File: src/design/morse_keyer_from_ascii_macros.svh
// ----------------------------------------------------------------------------
// morse_keyer_from_ascii_macros.svh
// assertion macros used by the keyer top-level design file
// ----------------------------------------------------------------------------
`ifndef MORSE_KEYER_FROM_ASCII_MACROS_SVH
`define MORSE_KEYER_FROM_ASCII_MACROS_SVH

`ifndef NO_ASSERTIONS

// check clocked on clk, switched off while reset is held
`define MKEY_ASSERT(lbl, prop, msg) \
    lbl: assert property (@(posedge clk) disable iff (!rst_n) prop) else $error(msg);

// check clocked on clk that also holds through reset
`define MKEY_ASSERT_ALWAYS(lbl, prop, msg) \
    lbl: assert property (@(posedge clk) prop) else $error(msg);

`else

`define MKEY_ASSERT(lbl, prop, msg)
`define MKEY_ASSERT_ALWAYS(lbl, prop, msg)

`endif

`endif

File: src/design/mkey_pkg.sv
`timescale 1ns / 1ps
// ----------------------------------------------------------------------------
// mkey_pkg
// types, character codes and morse tables for the ascii morse keyer
// ----------------------------------------------------------------------------
package mkey_pkg;

    localparam int MAX_CMD_CHARS_DEF = 7;

    localparam logic [15:0] UNIT_RESET = 16'd200;
    localparam logic [15:0] MIN_UNIT_RESET = 16'd20;

    localparam int TIMER_W = 18;
    localparam int OUT_W = 32;

    // character codes
    localparam logic [7:0] CH_DELIM = 8'h5C;
    localparam logic [7:0] CH_SPACE = 8'h20;
    localparam logic [7:0] CH_DASH = 8'h2D;
    localparam logic [7:0] CH_0 = 8'h30;
    localparam logic [7:0] CH_9 = 8'h39;
    localparam logic [7:0] CH_UA = 8'h41;
    localparam logic [7:0] CH_UZ = 8'h5A;
    localparam logic [7:0] CH_LA = 8'h61;
    localparam logic [7:0] CH_LZ = 8'h7A;

    // configuration register indexes
    localparam logic CFG_MIN_UNIT = 1'b0;
    localparam logic CFG_ECHO_EN = 1'b1;

    // result beat bit positions
    localparam int OB_LED = 0;
    localparam int OB_TAKEN = 1;
    localparam int OB_ECHO_V = 2;
    localparam int OB_ECHO_LO = 3;
    localparam int OB_ECHO_HI = 10;
    localparam int OB_UPD = 11;
    localparam int OB_UNIT_LO = 12;
    localparam int OB_UNIT_HI = 27;

    typedef enum logic [1:0] {
        MODE_IDLE  = 2'd0,
        MODE_KEY   = 2'd1,
        MODE_SPACE = 2'd2,
        MODE_PARSE = 2'd3
    } mode_t;

    typedef enum logic [1:0] {
        PH_ON     = 2'd0,
        PH_GAP    = 2'd1,
        PH_LETTER = 2'd2
    } phase_t;

    typedef struct packed {
        logic       action;
        logic [7:0] ch;
    } item_t;

    typedef struct packed {
        logic        led_on;
        logic        char_taken;
        logic        echo_valid;
        logic [7:0]  echo_byte;
        logic        unit_updated;
        logic [15:0] unit_value;
    } result_t;

    // length in [7:5], pattern in [4:0], first element in bit 0, 1 = dash
    function automatic logic [7:0] letter_code(input logic [4:0] idx);
        logic [7:0] c;
        case (idx)
            5'd0:    c = {3'd2, 5'd2};
            5'd1:    c = {3'd4, 5'd1};
            5'd2:    c = {3'd4, 5'd5};
            5'd3:    c = {3'd3, 5'd1};
            5'd4:    c = {3'd1, 5'd0};
            5'd5:    c = {3'd4, 5'd4};
            5'd6:    c = {3'd3, 5'd3};
            5'd7:    c = {3'd4, 5'd0};
            5'd8:    c = {3'd2, 5'd0};
            5'd9:    c = {3'd4, 5'd14};
            5'd10:   c = {3'd3, 5'd5};
            5'd11:   c = {3'd4, 5'd2};
            5'd12:   c = {3'd2, 5'd3};
            5'd13:   c = {3'd2, 5'd1};
            5'd14:   c = {3'd3, 5'd7};
            5'd15:   c = {3'd4, 5'd6};
            5'd16:   c = {3'd4, 5'd11};
            5'd17:   c = {3'd3, 5'd2};
            5'd18:   c = {3'd3, 5'd0};
            5'd19:   c = {3'd1, 5'd1};
            5'd20:   c = {3'd3, 5'd4};
            5'd21:   c = {3'd4, 5'd8};
            5'd22:   c = {3'd3, 5'd6};
            5'd23:   c = {3'd4, 5'd9};
            5'd24:   c = {3'd4, 5'd13};
            5'd25:   c = {3'd4, 5'd3};
            default: c = 8'd0;
        endcase
        return c;
    endfunction

    function automatic logic [7:0] digit_code(input logic [3:0] idx);
        logic [7:0] c;
        case (idx)
            4'd0:    c = {3'd5, 5'd31};
            4'd1:    c = {3'd5, 5'd30};
            4'd2:    c = {3'd5, 5'd28};
            4'd3:    c = {3'd5, 5'd24};
            4'd4:    c = {3'd5, 5'd16};
            4'd5:    c = {3'd5, 5'd0};
            4'd6:    c = {3'd5, 5'd1};
            4'd7:    c = {3'd5, 5'd3};
            4'd8:    c = {3'd5, 5'd7};
            4'd9:    c = {3'd5, 5'd15};
            default: c = 8'd0;
        endcase
        return c;
    endfunction

endpackage

File: src/design/mkey_in_stage.sv
`timescale 1ns / 1ps
// ----------------------------------------------------------------------------
// mkey_in_stage
// input register: holds one accepted beat until the engine consumes it
// ----------------------------------------------------------------------------
module mkey_in_stage
(
    input  logic                clk,
    input  logic                rst_n,
    input  logic                s_tvalid,
    output logic                s_tready,
    input  logic [7:0]          s_tdata,   // [7:0] char_in
    input  logic                s_tuser,   // [0] action
    input  logic                pop,
    output logic                item_valid,
    output mkey_pkg::item_t     item
);
    import mkey_pkg::*;

    logic  valid_reg;
    item_t item_reg;

    // free slot, or the held beat leaves this cycle
    assign s_tready = !valid_reg || pop;

    // valid flag
    always_ff @(posedge clk or negedge rst_n)
    begin
        if (!rst_n)
        begin
            valid_reg <= 1'b0;
        end
        else if (s_tready)
        begin
            valid_reg <= s_tvalid;
        end
    end

    // payload capture
    always_ff @(posedge clk)
    begin
        if (s_tvalid && s_tready)
        begin
            item_reg <= '{action: s_tuser, ch: s_tdata};
        end
    end

    assign item_valid = valid_reg;
    assign item = item_reg;

endmodule

File: src/design/mkey_engine.sv
`timescale 1ns / 1ps
// ----------------------------------------------------------------------------
// mkey_engine
// keyer state, configuration registers and the per-beat next-state logic
// ----------------------------------------------------------------------------
module mkey_engine
#(
    parameter int MAX_CMD_CHARS = mkey_pkg::MAX_CMD_CHARS_DEF
)
(
    input  logic                clk,
    input  logic                rst_n,
    input  logic                cfg_valid,
    input  logic                cfg_index,
    input  logic [15:0]         cfg_data,
    input  logic                step,
    input  mkey_pkg::item_t     item,
    output mkey_pkg::result_t   result
);
    import mkey_pkg::*;

    localparam int CW = $clog2(MAX_CMD_CHARS + 1);

    logic [15:0]        min_unit_reg;
    logic               echo_en_reg;

    mode_t              mode_reg, mode_next;
    phase_t             phase_reg, phase_next;
    logic [15:0]        dot_reg, dot_next;
    logic [TIMER_W-1:0] timer_reg, timer_next;
    logic [4:0]         bits_reg, bits_next;
    logic [2:0]         left_reg, left_next;
    logic [7:0]         pend_reg, pend_next;
    logic [15:0]        pv_reg, pv_next;
    logic [CW-1:0]      cnt_reg, cnt_next;
    logic               open_reg, open_next;

    logic [TIMER_W-1:0] dot1, dot3, dot4;
    logic [15:0]        lo_unit, pv_final;
    logic [19:0]        pv_mul;
    logic [15:0]        pv_sat;
    logic [7:0]         code;
    logic               has_code, done, finish;
    logic               taken, echo_v, updated;
    logic [7:0]         echo_b;

    // configuration writes
    always_ff @(posedge clk or negedge rst_n)
    begin
        if (!rst_n)
        begin
            min_unit_reg <= MIN_UNIT_RESET;
            echo_en_reg  <= 1'b1;
        end
        else if (cfg_valid)
        begin
            case (cfg_index)
                CFG_MIN_UNIT: min_unit_reg <= cfg_data;
                CFG_ECHO_EN:  echo_en_reg  <= cfg_data[0];
                default:      ;
            endcase
        end
    end

    // keyer state registers
    always_ff @(posedge clk or negedge rst_n)
    begin
        if (!rst_n)
        begin
            mode_reg  <= MODE_IDLE;
            phase_reg <= PH_GAP;
            dot_reg   <= UNIT_RESET;
            timer_reg <= '0;
            bits_reg  <= '0;
            left_reg  <= '0;
            pend_reg  <= '0;
            pv_reg    <= '0;
            cnt_reg   <= '0;
            open_reg  <= 1'b1;
        end
        else if (step)
        begin
            mode_reg  <= mode_next;
            phase_reg <= phase_next;
            dot_reg   <= dot_next;
            timer_reg <= timer_next;
            bits_reg  <= bits_next;
            left_reg  <= left_next;
            pend_reg  <= pend_next;
            pv_reg    <= pv_next;
            cnt_reg   <= cnt_next;
            open_reg  <= open_next;
        end
    end

    // unit multiples and the decimal accumulator
    always_comb
    begin
        dot1 = {2'b00, dot_reg};
        dot3 = {2'b00, dot_reg} + {1'b0, dot_reg, 1'b0};
        dot4 = {dot_reg, 2'b00};
        lo_unit = (min_unit_reg == 16'd0) ? 16'd1 : min_unit_reg;
        pv_mul = {1'b0, pv_reg, 3'b000} + {3'b000, pv_reg, 1'b0} + {16'd0, item.ch[3:0]};
        pv_sat = (pv_mul[19:16] != 4'd0) ? 16'hFFFF : pv_mul[15:0];
    end

    // next state and result for the beat in the input register
    always_comb
    begin
        mode_next  = mode_reg;
        phase_next = phase_reg;
        dot_next   = dot_reg;
        timer_next = timer_reg;
        bits_next  = bits_reg;
        left_next  = left_reg;
        pend_next  = pend_reg;
        pv_next    = pv_reg;
        cnt_next   = cnt_reg;
        open_next  = open_reg;
        taken      = 1'b0;
        echo_v     = 1'b0;
        echo_b     = 8'd0;
        updated    = 1'b0;
        done       = 1'b0;
        finish     = 1'b0;
        has_code   = 1'b0;
        code       = 8'd0;
        pv_final   = pv_reg;

        if (!item.action)
        begin
            // millisecond tick
            if (mode_reg == MODE_KEY || mode_reg == MODE_SPACE)
            begin
                timer_next = timer_reg - 1'b1;
                if (timer_next == '0)
                begin
                    if (mode_reg == MODE_SPACE)
                    begin
                        done = 1'b1;
                    end
                    else
                    begin
                        case (phase_reg)
                            PH_ON:
                            begin
                                phase_next = PH_GAP;
                                timer_next = dot1;
                            end
                            PH_GAP:
                            begin
                                if (left_reg != 3'd0)
                                begin
                                    timer_next = bits_reg[0] ? dot3 : dot1;
                                    phase_next = PH_ON;
                                    bits_next  = {1'b0, bits_reg[4:1]};
                                    left_next  = left_reg - 1'b1;
                                end
                                else
                                begin
                                    phase_next = PH_LETTER;
                                    timer_next = dot3;
                                end
                            end
                            default:
                            begin
                                done = 1'b1;
                            end
                        endcase
                    end
                    if (done)
                    begin
                        mode_next  = MODE_IDLE;
                        phase_next = PH_GAP;
                        echo_v     = 1'b1;
                        echo_b     = pend_reg;
                    end
                end
            end
        end
        else if (mode_reg == MODE_PARSE)
        begin
            // character inside a delay command
            taken = 1'b1;
            if (item.ch == CH_DELIM)
            begin
                finish = 1'b1;
            end
            else
            begin
                if (open_reg && (item.ch inside {[CH_0:CH_9]}))
                begin
                    pv_final = pv_sat;
                end
                else
                begin
                    open_next = 1'b0;
                end
                pv_next  = pv_final;
                cnt_next = cnt_reg + 1'b1;
                if (cnt_next >= CW'(MAX_CMD_CHARS))
                begin
                    finish = 1'b1;
                end
            end
            if (finish)
            begin
                dot_next  = (pv_final < lo_unit) ? lo_unit : pv_final;
                mode_next = MODE_IDLE;
                pv_next   = '0;
                cnt_next  = '0;
                open_next = 1'b1;
                updated   = 1'b1;
            end
        end
        else if (mode_reg == MODE_IDLE)
        begin
            // character while idle
            taken = 1'b1;
            if (item.ch == CH_DELIM)
            begin
                mode_next = MODE_PARSE;
                pv_next   = '0;
                cnt_next  = '0;
                open_next = 1'b1;
            end
            else if (item.ch inside {[CH_LA:CH_LZ]})
            begin
                code     = letter_code(5'(item.ch - CH_LA));
                has_code = 1'b1;
            end
            else if (item.ch inside {[CH_UA:CH_UZ]})
            begin
                code     = letter_code(5'(item.ch - CH_UA));
                has_code = 1'b1;
            end
            else if (item.ch inside {[CH_0:CH_9]})
            begin
                code     = digit_code(item.ch[3:0]);
                has_code = 1'b1;
            end
            else if (item.ch == CH_SPACE)
            begin
                mode_next  = MODE_SPACE;
                timer_next = dot4;
                pend_next  = item.ch;
            end
            else
            begin
                echo_v = 1'b1;
                echo_b = CH_DASH;
            end
            if (has_code)
            begin
                mode_next  = MODE_KEY;
                pend_next  = item.ch;
                timer_next = code[0] ? dot3 : dot1;
                phase_next = PH_ON;
                bits_next  = {1'b0, code[4:1]};
                left_next  = code[7:5] - 1'b1;
            end
        end

        if (!echo_en_reg)
        begin
            echo_v = 1'b0;
            echo_b = 8'd0;
        end

        result.led_on       = (mode_next == MODE_KEY) && (phase_next == PH_ON);
        result.char_taken   = taken;
        result.echo_valid   = echo_v;
        result.echo_byte    = echo_b;
        result.unit_updated = updated;
        result.unit_value   = dot_next;
    end

endmodule

File: src/design/mkey_out_reg.sv
`timescale 1ns / 1ps
// ----------------------------------------------------------------------------
// mkey_out_reg
// result register: packs one result into a beat and holds it until taken
// ----------------------------------------------------------------------------
module mkey_out_reg
(
    input  logic                        clk,
    input  logic                        rst_n,
    input  logic                        load,
    input  mkey_pkg::result_t           result,
    output logic                        m_tvalid,
    input  logic                        m_tready,
    // [0] led_on, [1] char_taken, [2] echo_valid, [10:3] echo_byte,
    // [11] unit_updated, [27:12] unit_value, [31:28] zero
    output logic [mkey_pkg::OUT_W-1:0]  m_tdata
);
    import mkey_pkg::*;

    logic             valid_reg;
    logic [OUT_W-1:0] data_reg;

    // valid flag: set on load, cleared once the beat is taken
    always_ff @(posedge clk or negedge rst_n)
    begin
        if (!rst_n)
        begin
            valid_reg <= 1'b0;
        end
        else if (load)
        begin
            valid_reg <= 1'b1;
        end
        else if (m_tready)
        begin
            valid_reg <= 1'b0;
        end
    end

    // packed result
    always_ff @(posedge clk)
    begin
        if (load)
        begin
            data_reg <= {4'b0000, result.unit_value, result.unit_updated,
                         result.echo_byte, result.echo_valid, result.char_taken,
                         result.led_on};
        end
    end

    assign m_tvalid = valid_reg;
    assign m_tdata = data_reg;

endmodule

File: src/design/morse_keyer_from_ascii.sv
`timescale 1ns / 1ps
// ----------------------------------------------------------------------------
// morse_keyer_from_ascii: ascii characters and ms ticks keyed as morse code
// path: each input beat passes through the input reg and the result reg to its result beat
// throughput: 1 beat per cycle while the result side is not stalled, one state update per beat
// reset: async active low, unit 200 ms, minimum 20 ms, echo on, keyer idle
// ----------------------------------------------------------------------------
`include "morse_keyer_from_ascii_macros.svh"

module morse_keyer_from_ascii
#(
    parameter int MAX_CMD_CHARS = mkey_pkg::MAX_CMD_CHARS_DEF
)
(
    input  logic                        clk,
    input  logic                        rst_n,
    input  logic                        s_tvalid,
    output logic                        s_tready,
    input  logic [7:0]                  s_tdata,   // [7:0] char_in
    input  logic                        s_tuser,   // [0] action
    output logic                        m_tvalid,
    input  logic                        m_tready,
    // [0] led_on, [1] char_taken, [2] echo_valid, [10:3] echo_byte,
    // [11] unit_updated, [27:12] unit_value, [31:28] zero
    output logic [mkey_pkg::OUT_W-1:0]  m_tdata,
    input  logic                        cfg_valid,
    output logic                        cfg_ready,
    input  logic                        cfg_index,
    input  logic [15:0]                 cfg_data
);
    import mkey_pkg::*;

    logic    item_valid;
    item_t   item;
    result_t result;
    logic    advance;

    // the held beat moves on when the result register is free or draining
    assign advance = item_valid && (!m_tvalid || m_tready);
    assign cfg_ready = 1'b1;

    mkey_in_stage u_in
    (
        .clk        (clk),
        .rst_n      (rst_n),
        .s_tvalid   (s_tvalid),
        .s_tready   (s_tready),
        .s_tdata    (s_tdata),
        .s_tuser    (s_tuser),
        .pop        (advance),
        .item_valid (item_valid),
        .item       (item)
    );

    mkey_engine #(
        .MAX_CMD_CHARS (MAX_CMD_CHARS)
    ) u_engine
    (
        .clk       (clk),
        .rst_n     (rst_n),
        .cfg_valid (cfg_valid && cfg_ready),
        .cfg_index (cfg_index),
        .cfg_data  (cfg_data),
        .step      (advance),
        .item      (item),
        .result    (result)
    );

    mkey_out_reg u_out
    (
        .clk      (clk),
        .rst_n    (rst_n),
        .load     (advance),
        .result   (result),
        .m_tvalid (m_tvalid),
        .m_tready (m_tready),
        .m_tdata  (m_tdata)
    );

    // an empty result register never stalls the input side
    `MKEY_ASSERT(a_ready_when_out_free, !m_tvalid |-> s_tready, "input stalled with free output")
    // a completed delay command always consumed its character
    `MKEY_ASSERT(a_update_is_taken, (m_tvalid && m_tdata[OB_UPD]) |-> m_tdata[OB_TAKEN], "unit update without taken char")
    // echo byte reads zero unless flagged
    `MKEY_ASSERT(a_echo_zero, (m_tvalid && !m_tdata[OB_ECHO_V]) |-> (m_tdata[OB_ECHO_HI:OB_ECHO_LO] == 8'd0), "stray echo byte")
    // dot unit can never be zero
    `MKEY_ASSERT_ALWAYS(a_unit_nonzero, m_tvalid |-> (m_tdata[OB_UNIT_HI:OB_UNIT_LO] != 16'd0), "zero dot unit")

endmodule
File: config.mk
export PLATFORM = sky130hd
export DESIGN_NAME = morse_keyer_from_ascii
export DESIGN_NICKNAME = d
export VERILOG_FILES = /design/src/design/mkey_pkg.sv /design/src/design/mkey_in_stage.sv /design/src/design/mkey_engine.sv /design/src/design/mkey_out_reg.sv /design/src/design/morse_keyer_from_ascii.sv
export VERILOG_INCLUDE_DIRS = /design/src /design/src/design
export SDC_FILE = /design/constraint.sdc
export NUM_CORES = 1
export LEC_CHECK = 0
export BUFFER_PORTS_ARGS = -buffer_cell sky130_fd_sc_hd__buf_2
export CORE_ASPECT_RATIO = 0.75
export CORE_MARGIN = 3
export CORE_UTILIZATION = 45
export CTS_BUF_LIST = sky130_fd_sc_hd__clkbuf_4 sky130_fd_sc_hd__clkbuf_8 sky130_fd_sc_hd__clkbuf_16
export DETAILED_ROUTE_END_ITERATION = 6
export HOLD_SLACK_MARGIN = 0.15
export SYNTH_ARGS = -nofsm -noshare
export SYNTH_HDL_FRONTEND = slang
export SYNTH_SLANG_ARGS = --single-unit
export TNS_END_PERCENT = 50
File: constraint.sdc
create_clock -name clk -period 6.3 [get_ports clk]
set_input_delay 1.26 -clock clk [delete_from_list [all_inputs] [get_ports clk]]
set_output_delay 1.26 -clock clk [all_outputs]
set_load 0.005 [all_outputs]
==> results.json <==
{
  "status": "finished clean",
  "synth_seq_cells": 135,
  "hold_end": "u_engine.pend_reg[7]",
  "synthSimpleGateAreaFrac": 0.185,
  "slew_viol_final": 0,
  "yosys.cell_types.count": 80,
  "drt-total-wl_um": 27400,
  "area_delta_synth_final_pct": 12.2,
  "n_antenna_cell": 0,
  "synth_adder_area_share": 0.106,
  "tightest_slew_ps": 948,
  "pwr_density_cell_mw_per_mm2": 261,
  "overflow": 0,
  "synth_area_mm2": 0.00988,
  "antenna_found_initial": 0,
  "dr.first_iter.drc_count": 730,
  "synth_top_family_by_area": "compound AO/OA/AOI/OAI gates",
  "design.die.area_mm2": 0.0238,
  "die_y_um": 134,
  "port_buffers": 60,
  "synth.top_cell.area_share": 0.213,
  "hp-start": "u_engine.pend_reg[7]",
  "whs_path_depth": 1,
  "grt_pass1_wl_um": 44200,
  "end_kind": "flip-flop",
  "route.detailed.drc": 0,
  "num_vias": 8576,
  "dpl.cell_count": 1426,
  "ir_drop_mv": 0.192,
  "io_pins": 66,
  "synth_cells": 1111,
  "synth_warnings": 0,
  "first_global_vias": 7987,
  "detail_route.wl_per_cell_um": 18.8,
  "synth_compound_area_frac": 0.215,
  "cts_buffer_depth": 2,
  "max_stage_delay_ps": 560,
  "n_fill_cell": 2020,
  "fin_setup_tns_ps": 0,
  "cp_data_arrival_time_ps": 5930,
  "clock-sinks": 135,
  "final_antenna_net_count": 0,
  "worstPathCellList": "fa_1 > inv_1 > fa_1 > nor2b_1 > o31ai_2 > a211oi_1 > nor3_1 > or3_1 > and4_4 > a21oi_1 > ha_1 > and4_1 > and2_1 > a221oi_1 > a31oi_1 > a311o_1 > nor2_1 > a211o_1 > buf_4 > mux2i_1 > o21ai_0",
  "crit_fanout": 17,
  "r2r_end": "u_out.m_tdata[22]",
  "cp_slowest_cell": "fa_1",
  "cts_root_buf": "clkbuf_16",
  "r2r_start": "u_engine.pv_reg[0]",
  "dp.final_hpwl_um": 20200,
  "slew_headroom": 0.366,
  "reg2reg_slack_ps": 530,
  "final_nets": 1274,
  "final.setup_skew_ps": 8.93,
  "synthArstFlopShare": 0.681,
  "cts_buffers": 17,
  "cp-start-kind": "flip-flop",
  "die_x_um": 177,
  "multi_input_area_mm2": 0.00594,
  "drt_pass1_iterations": 7,
  "synth_ff_type": "dfrtp_1",
  "htreeDepth": 4,
  "ff_latch_area_mm2": 0.00354,
  "synth_edf_count": 37,
  "via_per_inst": 5.87,
  "final_cells": 1462,
  "synthMuxAreaShare": 0.0625,
  "clkTransAtPathRegs_ps": 70,
  "syn_avg_cell_area_um2": 8.90,
  "yosys.area.top_type": "dfrtp_1",
  "setup_viol": 0,
  "tritoncts": "built",
  "period_share": 0.916,
  "period_needed_ps": 5770,
  "synth.area.top_cells": "dfrtp_1, edfxtp_1, ha_1",
  "fmax_ghz": 0.173,
  "power_leakage_nw": 4.98,
  "path_class": "flip-flop to flip-flop",
  "worstPathRequired_ps": 6460,
  "ff2ff_path_depth": 21,
  "final_layout_size_suffix_gt1_frac": 0.151,
  "initial_utilization": 0.463,
  "grt_use_total": 0.236,
  "rsz0062_at_grt": "no",
  "cap_violations": 0,
  "place_congestion": 0.872,
  "ys_seq_area_frac": 0.358,
  "synth_xor_area_frac": 0.0284,
  "grt_max_degree": 50,
  "holdCritPathClass": "flip-flop to flip-flop",
  "std_cell_rows": 46,
  "clock_latency_ps": 430,
  "hold_viol_final": 0,
  "largest_register_ffs": 28,
  "cpMostUsedCell": "fa_1",
  "core_mm2": 0.0214
}
-- placed cells by master (no fill, tap or decap), types with 9 or more instances in the layout --
cell type / count
nor3_1: 21
nand4_1: 15
dfrtp_1: 84
mux2_2: 27
nor2b_1: 12
nand3_1: 24
and2_1: 13
a221oi_1: 9
a21oi_1: 72
edfxtp_1: 37
xnor2_1: 18
buf_2: 59
nor2_1: 97
or3_1: 11
a22o_1: 18
and3_1: 11
a211oi_1: 11
o31ai_1: 9
nand2b_1: 19
clkbuf_16: 17
inv_1: 48
o21ai_0: 103
mux2i_1: 30
nand2_1: 109
xor2_1: 14
ha_1: 79
o211ai_1: 10
a21o_1: 15
buf_4: 24
-- repair_timing --
action,4_1_cts,5_1_grt
endpoints found under the setup margin,0,26
gates resized for setup,0,4
setup buffers,0,4
hold buffers,0,0
-- worst max path at each step --
stage                     slack [ps]                end  depth (start not counted)               start
after floorplan                  710  u_out.m_tdata[22]                         24        u_in.item[3]
after global placement           550  u_out.m_tdata[25]                         22  u_engine.pv_reg[0]
after detailed placement         370  u_out.m_tdata[20]                         21        u_in.item[3]
after CTS                        350  u_out.m_tdata[20]                         22  u_engine.pv_reg[0]
after global routing              90  u_out.m_tdata[13]                         22  u_engine.pv_reg[0]
final                            530  u_out.m_tdata[22]                         21  u_engine.pv_reg[0]
-- Yosys cell counts, drive strengths merged, types with 5 or more instances --
| library cell | count |
|---|---|
| nor4 | 9 |
| nand3 | 24 |
| or2 | 7 |
| xor2 | 14 |
| o211ai | 10 |
| o21a | 5 |
| xnor2 | 18 |
| nor2 | 97 |
| o31ai | 10 |
| nand2b | 19 |
| inv | 48 |
| nand4 | 16 |
| nand2 | 109 |
| o31a | 5 |
| nor3 | 21 |
| or4 | 5 |
| and2 | 13 |
| ha | 79 |
| o22ai | 8 |
| a31oi | 8 |
| dfrtp | 84 |
| mux2 | 27 |
| a221oi | 9 |
| or3 | 12 |
| dfstp | 8 |
| mux2i | 31 |
| buf | 14 |
| a211oi | 11 |
| dfxtp | 6 |
| nor2b | 13 |
| o21ai | 105 |
| edfxtp | 37 |
| a21o | 15 |
| a22oi | 8 |
| o21bai | 8 |
| a22o | 18 |
| and3 | 11 |
| clkbuf | 41 |
| a21oi | 75 |
-- layout make-up --
class / count / area share
clock buffers: 18 / 0.0390
multi-input cells: 874 / 0.535
repair buffers: 83 / 0.0429
inverters: 50 / 0.0169
clock inverters: 14 / 0.0137
well taps: 288 / 0.0325
flip-flops and latches: 135 / 0.320
-- cells by family (layout without fill, tap and decap cells) --
family / Yosys count / in the layout
and+or+nand+nor: 368 / 368
AOI/OAI and AO/OA: 329 / 329
adders and majority gates: 82 / 82
buffers and inverters: 105 / 165
muxes: 58 / 58
DFF: 135 / 135
other: 2 / 5
xor gates and xnor gates: 32 / 32
-- per-layer routing --
layer,global-route usage,vias up,part of all wire
met2,0.330,273,0.41
met3,0.0470,26,0.070
li1,-,4175,-
met5,0,-,0
met1,0.370,4102,0.50
met4,0.0628,0,0.014
-- critical path: cells and delay by family (launching register included) --
family                     cells  cell delay, ps
DFF                            1             460
adders and majority gates      3            1310
buffers and inverters          2             340
AOI/OAI and AO/OA              8            1690
and+or+nand+nor                7            1450
muxes                          1             260
-- report_power, final --
group / internal, mW / switching, mW / total [mW] / leakage, nW
Sequential: 1.04 / 0.140 / 1.18 / 1.58
Clock: 0.590 / 0.417 / 1.01 / 0.274
Combinational: 0.301 / 0.409 / 0.710 / 3.12
-- metrics by stage --
step | util | hold WS [ps] | instance area [µm²] | worst slack (ps) | power (mW)
2_1_floorplan | - | 455 | 9900 | 707 | 1.69
3_3_place_gp | 0.490 | 478 | 10500 | 547 | 1.89
3_5_place_dp | 0.490 | 479 | 10500 | 366 | 1.90
4_1_cts | 0.517 | 499 | 11000 | 348 | 2.91
5_1_grt | 0.519 | 513 | 11100 | 87.7 | 3.07
6_report | 0.519 | 494 | 11100 | 531 | 2.90
(Power assumes the default switching activity.)
